**config.mk**
```make
export PLATFORM = sky130hd
export DESIGN_NAME = wildcard_string_matcher
export DESIGN_NICKNAME = d
export VERILOG_FILES = /design/src/sv/wsm_pkg.sv /design/src/sv/wildcard_string_matcher.sv
export SDC_FILE = /design/constraint.sdc
export NUM_CORES = 1
export LEC_CHECK = 0
export BUFFER_PORTS_ARGS = -buffer_cell sky130_fd_sc_hd__buf_2
export CORE_MARGIN = 5
export CORE_UTILIZATION = 30
export CTS_BUF_LIST = sky130_fd_sc_hd__clkbuf_8 sky130_fd_sc_hd__clkbuf_16
export DETAILED_ROUTE_END_ITERATION = 10
export PLACE_DENSITY = 0.52
export SLEW_MARGIN = 20
export SYNTH_ARGS = -nofsm -noshare
export SYNTH_HDL_FRONTEND = slang
export SYNTH_SLANG_ARGS = --single-unit
```
**constraint.sdc**
```tcl
create_clock -name clk -period 4.53 [get_ports clk]
set_input_delay 0.6795 -clock clk [delete_from_list [all_inputs] [get_ports clk]]
set_output_delay 0.6795 -clock clk [all_outputs]
set_load 0.05 [all_outputs]
```
**src/sv/wsm_pkg.sv**
```systemverilog
`default_nettype none

package wsm_pkg;

  localparam int PAT_LEN = 32;
  localparam int ACT_W   = PAT_LEN + 1;
  localparam int POS_W   = 5;
  localparam int LEN_W   = 6;
  localparam int CHAR_W  = 8;
  localparam int OP_W    = 2;
  localparam int IDX_W   = 2;
  localparam int LVL_N   = $clog2(ACT_W);

  localparam logic [OP_W-1:0] OP_PAT    = 2'd0;
  localparam logic [OP_W-1:0] OP_SRC    = 2'd1;
  localparam logic [OP_W-1:0] OP_END    = 2'd2;
  localparam logic [OP_W-1:0] OP_UNUSED = 2'd3;

  localparam logic [IDX_W-1:0] REG_PATTERN_LENGTH   = 2'd0;
  localparam logic [IDX_W-1:0] REG_CASE_INSENSITIVE = 2'd1;

  localparam logic [CHAR_W-1:0] CH_STAR  = 8'd42;
  localparam logic [CHAR_W-1:0] CH_QUEST = 8'd63;
  localparam logic [CHAR_W-1:0] CH_UP_A  = 8'd65;
  localparam logic [CHAR_W-1:0] CH_UP_Z  = 8'd90;
  localparam logic [CHAR_W-1:0] CH_LO_A  = 8'd97;

endpackage

`default_nettype wire

```
**src/sv/wildcard_string_matcher.sv**
```systemverilog
// Whole-string wildcard matcher ('*' any run, '?' any one byte).
// Requests arrive on src_valid/src_ready with op, pos, char_code and last.
// A pattern write request (op 0) stores char_code at entry pos. Source byte
// requests (op 1) advance a bit-parallel vector of active pattern positions;
// the byte flagged last, or an end request (op 2), closes the string and
// gives one result on res_valid/res_ready carrying matched.
// Configuration: cfg_valid/cfg_ready with cfg_index and cfg_data; index 0
// is pattern_length, index 1 case_insensitive. cfg_ready is always high.
// Throughput: one request per clock while the result path is not stalled; the
// active vector update, including a log-depth prefix for star closure, is combinational.
// A request is registered in the input register at acceptance; a result-giving
// request then moves its result into the result register once that is free.
// When the receiver stalls, the result register holds; requests that give
// no result keep flowing, and a result-giving request waits in the input
// register, so src_ready drops only while both registers are full.
// Reset clears both registers' valid flags, the configuration and the open
// string; the pattern store is not cleared and must be written before use.
`default_nettype none

module wildcard_string_matcher (
  input  wire logic                         clk,
  input  wire logic                         rst,
  input  wire logic                         src_valid,
  output logic                              src_ready,
  input  wire logic [wsm_pkg::OP_W-1:0]     op,
  input  wire logic [wsm_pkg::POS_W-1:0]    pos,
  input  wire logic [wsm_pkg::CHAR_W-1:0]   char_code,
  input  wire logic                         last,
  output logic                              res_valid,
  input  wire logic                         res_ready,
  output logic                              matched,
  input  wire logic                         cfg_valid,
  output logic                              cfg_ready,
  input  wire logic [wsm_pkg::IDX_W-1:0]    cfg_index,
  input  wire logic [wsm_pkg::LEN_W-1:0]    cfg_data
);

  localparam int PAT_LEN = wsm_pkg::PAT_LEN;
  localparam int ACT_W   = wsm_pkg::ACT_W;

  // configuration
  logic [wsm_pkg::LEN_W-1:0] pattern_length;
  logic                      case_insensitive;

  // input register
  logic                        s1_valid;
  logic [wsm_pkg::OP_W-1:0]    s1_op;
  logic [wsm_pkg::POS_W-1:0]   s1_pos;
  logic [wsm_pkg::CHAR_W-1:0]  s1_char;
  logic                        s1_last;

  // match state
  logic [wsm_pkg::CHAR_W-1:0] pat_mem [PAT_LEN];
  logic [ACT_W-1:0]           active;
  logic                       open;

  logic s1_res, res_free, s1_adv, s1_fire;

  logic [wsm_pkg::LEN_W-1:0]  len_use;
  logic [PAT_LEN-1:0]         lt_len, star, hit, prop;
  logic [ACT_W-1:0]           le_len, start_set, base, step, after, final_set;
  logic [wsm_pkg::CHAR_W-1:0] src_fold;

  function automatic logic [wsm_pkg::CHAR_W-1:0] fold(
    input logic [wsm_pkg::CHAR_W-1:0] c,
    input logic                       ci
  );
    logic [wsm_pkg::CHAR_W-1:0] r;
    r = c;
    if (ci && c >= wsm_pkg::CH_UP_A && c <= wsm_pkg::CH_UP_Z) begin
      r = c - wsm_pkg::CH_UP_A + wsm_pkg::CH_LO_A;
    end
    return r;
  endfunction

  // star closure as a parallel prefix: bit j inherits bit j-1 through a star
  function automatic logic [ACT_W-1:0] star_close(
    input logic [ACT_W-1:0]   g_in,
    input logic [PAT_LEN-1:0] pr
  );
    logic [ACT_W-1:0] g, p, g_prev, p_prev;
    int d;
    g = g_in;
    p = {pr, 1'b0};
    for (int lvl = 0; lvl < wsm_pkg::LVL_N; lvl++) begin
      d = 1 << lvl;
      g_prev = g;
      p_prev = p;
      for (int j = 0; j < ACT_W; j++) begin
        if (j >= d) begin
          g[j] = g_prev[j] | (p_prev[j] & g_prev[j-d]);
          p[j] = p_prev[j] & p_prev[j-d];
        end
      end
    end
    return g;
  endfunction

  assign cfg_ready = 1'b1;

  assign s1_res   = (s1_op == wsm_pkg::OP_END) || ((s1_op == wsm_pkg::OP_SRC) && s1_last);
  assign res_free = !res_valid || res_ready;
  assign s1_adv   = !s1_res || res_free;
  assign s1_fire  = s1_valid && s1_adv;
  assign src_ready = !s1_valid || s1_adv;

  always_comb begin
    len_use = (pattern_length > wsm_pkg::LEN_W'(PAT_LEN)) ?
              wsm_pkg::LEN_W'(PAT_LEN) : pattern_length;
    src_fold = fold(s1_char, case_insensitive);
    for (int i = 0; i < PAT_LEN; i++) begin
      lt_len[i] = wsm_pkg::LEN_W'(i) < len_use;
      star[i]   = pat_mem[i] == wsm_pkg::CH_STAR;
      hit[i]    = (pat_mem[i] == wsm_pkg::CH_QUEST) ||
                  (fold(pat_mem[i], case_insensitive) == src_fold);
    end
    for (int i = 0; i < ACT_W; i++) begin
      le_len[i] = wsm_pkg::LEN_W'(i) <= len_use;
    end
    prop = star & lt_len;
    start_set = star_close({{(ACT_W-1){1'b0}}, 1'b1}, prop);
    // positions beyond the length in use are dropped
    base = (open ? active : start_set) & le_len;
    step = '0;
    for (int i = 0; i < PAT_LEN; i++) begin
      if (base[i] && lt_len[i]) begin
        if (star[i]) begin
          step[i]   = 1'b1;
          step[i+1] = 1'b1;
        end else if (hit[i]) begin
          step[i+1] = 1'b1;
        end
      end
    end
    after = star_close(step, prop);
    final_set = (s1_op == wsm_pkg::OP_SRC) ? after : base;
  end

  always_ff @(posedge clk) begin
    if (rst) begin
      pattern_length   <= '0;
      case_insensitive <= 1'b0;
    end else if (cfg_valid && cfg_ready) begin
      unique case (cfg_index)
        wsm_pkg::REG_PATTERN_LENGTH:   pattern_length   <= cfg_data;
        wsm_pkg::REG_CASE_INSENSITIVE: case_insensitive <= cfg_data[0];
        default: ;
      endcase
    end
  end

  always_ff @(posedge clk) begin
    if (rst) begin
      s1_valid <= 1'b0;
    end else if (src_valid && src_ready) begin
      s1_valid <= 1'b1;
    end else if (s1_fire) begin
      s1_valid <= 1'b0;
    end
  end

  always_ff @(posedge clk) begin
    if (src_valid && src_ready) begin
      s1_op   <= op;
      s1_pos  <= pos;
      s1_char <= char_code;
      s1_last <= last;
    end
  end

  always_ff @(posedge clk) begin
    if (s1_fire && s1_op == wsm_pkg::OP_PAT &&
        {1'b0, s1_pos} < (wsm_pkg::POS_W+1)'(PAT_LEN)) begin
      pat_mem[s1_pos] <= s1_char;
    end
  end

  always_ff @(posedge clk) begin
    if (rst) begin
      open   <= 1'b0;
      active <= '0;
    end else if (s1_fire) begin
      unique case (s1_op)
        wsm_pkg::OP_SRC, wsm_pkg::OP_END: begin
          if (s1_res) begin
            open   <= 1'b0;
            active <= '0;
          end else begin
            open   <= 1'b1;
            active <= after;
          end
        end
        wsm_pkg::OP_PAT, wsm_pkg::OP_UNUSED: ;
        default: ;
      endcase
    end
  end

  always_ff @(posedge clk) begin
    if (rst) begin
      res_valid <= 1'b0;
    end else if (s1_fire && s1_res) begin
      res_valid <= 1'b1;
    end else if (res_ready) begin
      res_valid <= 1'b0;
    end
  end

  always_ff @(posedge clk) begin
    if (s1_fire && s1_res) begin
      matched <= final_set[len_use];
    end
  end

`ifndef ASSERT_OFF
  a_end_gives_result: assert property (@(posedge clk) disable iff (rst)
    s1_fire && s1_op == wsm_pkg::OP_END |=> res_valid)
    else $error("end request gave no result");

  a_last_gives_result: assert property (@(posedge clk) disable iff (rst)
    s1_fire && s1_op == wsm_pkg::OP_SRC && s1_last |=> res_valid)
    else $error("last source byte gave no result");

  a_result_closes: assert property (@(posedge clk) disable iff (rst)
    s1_fire && s1_res |=> !open && active == '0)
    else $error("string still open after its result");

  a_stall_only_full: assert property (@(posedge clk) disable iff (rst)
    !src_ready |-> s1_valid && res_valid && s1_res)
    else $error("input stalled without a blocked result");
`endif

endmodule

`default_nettype wire

```
==> impl_metrics.ini <==
[cts]
numCtsBuffers = 38
cts.htree.levels = 2
clockBufferDepth = 3
path_clk_slew_ns = 0.06
cts-root-buf = clkbuf_16
clk_latency_ns = 0.57
tritoncts = done
clock_sinks = 316

[sta]
slew_headroom_pct = 21.9
period_minus_slack_ns = 4.60
fin_worst_skew_ns = 0.0210
finalSetupViolCount = 1
grt_setup_unrepaired = yes
slew_violations = 0
setup_slack_ns = -0.0694
min_period_over_period_pct = 102
hold_violations = 0
max_slew.worst_pin.slew_ns = 1.17
max_clock_freq_ghz = 0.217

[global_route]
groute.usage.overall_pct = 21.3
grt_max_degree = 65
overflow = 0
grt_pass1_vias = 19100
grt_pass1_wl_um = 121000
grt_antenna_before_repair = 0

[worst_setup_path]
endpoint_kind = flip-flop
cp_slowest_cell = or4_4
crit_chain = or4_4 > o221ai_4 > o31ai_4 > buf_12 > buf_4 > xnor2_1 > nand4_1 > o221ai_1 > buf_4 > o21ai_0 > o21ai_0 > and3_1 > o32a_1 > nor3_1 > o211a_1 > o32a_1 > o211ai_1
worstPathRequired_ns = 4.84
critPathKind = flip-flop to flip-flop
critPathBufInv = 3
critPathArrivalTime_ns = 4.91
crit_path_max_fanout = 15
slowest_delay_ns = 0.60
cp-start-kind = flip-flop
crit_family = compound AO/OA/AOI/OAI gates

[synthesis]
synth_commonest_cells = 273 x edfxtp_1, 220 x nor2_1, 152 x nand2_1
yosysUniqueCellTypes = 104
ys_seq_area_share_pct = 43.9
yosys.area.top_type_share_pct = 39.7
synthArstFlopShare_pct = 0
synth_nets = 2212
yosys.area.top_type = edfxtp_1
ys_warn_count = 0
syn_inst = 2147
synthTopCellsByArea = edfxtp_1 40%, xnor2_1 6.2%, xor2_1 4.5%
yosys.cell_count.top_type = edfxtp_1
synth_area_um2 = 20700
ys_ff_latch = 316
synth_area_per_cell_um2 = 9.62
synthFlopType = edfxtp_1
synth_edf_count = 273

[cells_and_area]
n_antenna_cell = 0
fillers = 6810
area_growth_pct = 25.6
regArea_um2 = 9070
layout-drive-gt1-share_pct = 22.1
multi_input_area_um2 = 11300
design_area_um2 = 25900
nets = 2541

[power_and_ir_drop]
irDropWorstVdd_mv = 0.338
netSwitchingPower_mw = 1.71
clkPwrFrac_pct = 45.5
power.internal_mw = 5.26
pwr-share-seq_pct = 45.9
swShare_pct = 24.5
power_frac_comb_pct = 8.6
p_leak_nw = 9.11
power_per_cell_area_nw_per_um2 = 269
power_mw = 6.97

[routing]
wl_um = 82200
wl_per_cell_um = 24.3
vias_per_cell = 5.67
drc_errors = 0
drtIter0Drc = 1795
drtPass1Iterations = 6
num_vias = 19200
postRouteAntennaNets = 0

[placed_design]
dpl.hpwl_um = 60800
io_buffer_count = 31
place_area_um2 = 24100
gp_congestion = 1.02

[floorplanning]
ios = 33
rows = 96
core_region_area_um2 = 68500
die_w_um = 272
chipHeight_um = 272
die_area_um2 = 74200
start_util_pct = 30.2

[flow_run]
drv_cap = 0

[run_status]
outcome = finished, violations left
violations = setup timing

[hold_path]
hold_path_class = input port to flip-flop
==> cell type report <==
cell class | instances | share of cell area [%]
multi-input cells | 1655 | 43.5
flip-flops and latches | 316 | 34.9
repair buffers | 382 | 11.2
well taps | 882 | 4.25
clock buffers | 41 | 3.87
inverters | 83 | 1.20
clock inverters | 27 | 1.06
==> state kept, by name, indices dropped and copies added (netlist names), 2 cells and up <==
| signal | count |
|---|---|
| pat_mem | 256 |
| active | 33 |
| s1_char | 8 |
| pattern_length | 6 |
| s1_pos | 5 |
| s1_op | 2 |
==> layer usage <==
layer / GRT usage (%) / up-vias / routed length (µm)
li1: - / 8826 / -
met1: 28.4 / 9457 / 35700
met2: 34.7 / 753 / 37200
met3: 3.25 / 176 / 5160
met4: 8.98 / 0 / 4120
met5: 0 / - / 0
==> power groups by stage <==
stage               Clock [mW]  Combinational [mW]  Sequential (mW)
floorplan                    0               0.293             3.27
global placement             0               0.580             3.26
detailed placement           0               0.585             3.26
CTS                       3.25               0.590             3.20
global route              3.36               0.631             3.20
finish                    3.17               0.602             3.20
==> metrics by stage <==
step	hold WS (ns)	utilization [%]	instances	setup WS (ns)	setup TNS, ns
final	0.283	37.9	3386	-0.0694	-0.0694
after CTS	0.255	37.5	3376	0.00243	0
after global routing	0.265	37.9	3386	-0.234	-0.246
after floorplan	0.432	-	2147	0.00254	0
after detailed placement	0.450	35.3	3302	-0.219	-0.323
after global placement	0.449	35.3	3302	-0.199	-0.230
==> cells by family (layout without fill, tap and decap cells) <==
| logic type | Yosys count | in the layout | share of synthesized area (%) |
|---|---|---|---|
| adders and majority gates | 36 | 36 | 2.18 |
| AOI/OAI and AO/OA | 505 | 505 | 18.0 |
| muxes | 5 | 5 | 0.248 |
| other | 1 | 1 | 0.0182 |
| buffers and inverters | 176 | 533 | 3.51 |
| xor gates and xnor gates | 252 | 252 | 10.7 |
| and+or+nand+nor | 856 | 856 | 21.5 |
| DFF | 316 | 316 | 43.9 |
==> cell usage in the layout (no fill, tap or decap), types with 30 or more instances in the layout <==
cell         n
xor2_1     106
edfxtp_1   273
nand2_1    152
nor3_1      88
nand3_1    100
ha_1        36
buf_2       31
or3_1       56
clkbuf_16   39
o31ai_1     34
nand4_1     40
xnor2_1    144
nor2_1     220
buf_4      340
inv_1       93
a21oi_1    115
o21ai_0     37
o41ai_1     30
dfxtp_1     37
nor4_1      33
==> final timing paths <==
check	start	end	slack (ns)	cells after the start
hold reg to reg	active[14]$_SDFFE_PP0P_	active[14]$_SDFFE_PP0P_	0.46	2
setup / recovery	s1_char[0]$_DFFE_PP_	matched$_DFFE_PP_	-0.07	17
hold / removal	pos[4]	s1_pos[4]$_DFFE_PP_	0.28	1
setup reg to reg	s1_char[0]$_DFFE_PP_	matched$_DFFE_PP_	-0.07	17
==> timing repair <==
| action | in CTS | in global routing |
|---|---|---|
| endpoints found under the setup margin | 6 | 5 |
| resized for setup | 32 | 40 |
| hold buffers | 0 | 0 |
| pin swaps | 15 | 25 |
| buffers inserted | 6 | 10 |
| hold endpoints to repair | 0 | 0 |
No activity file was read; power rests on OpenSTA's default activity.
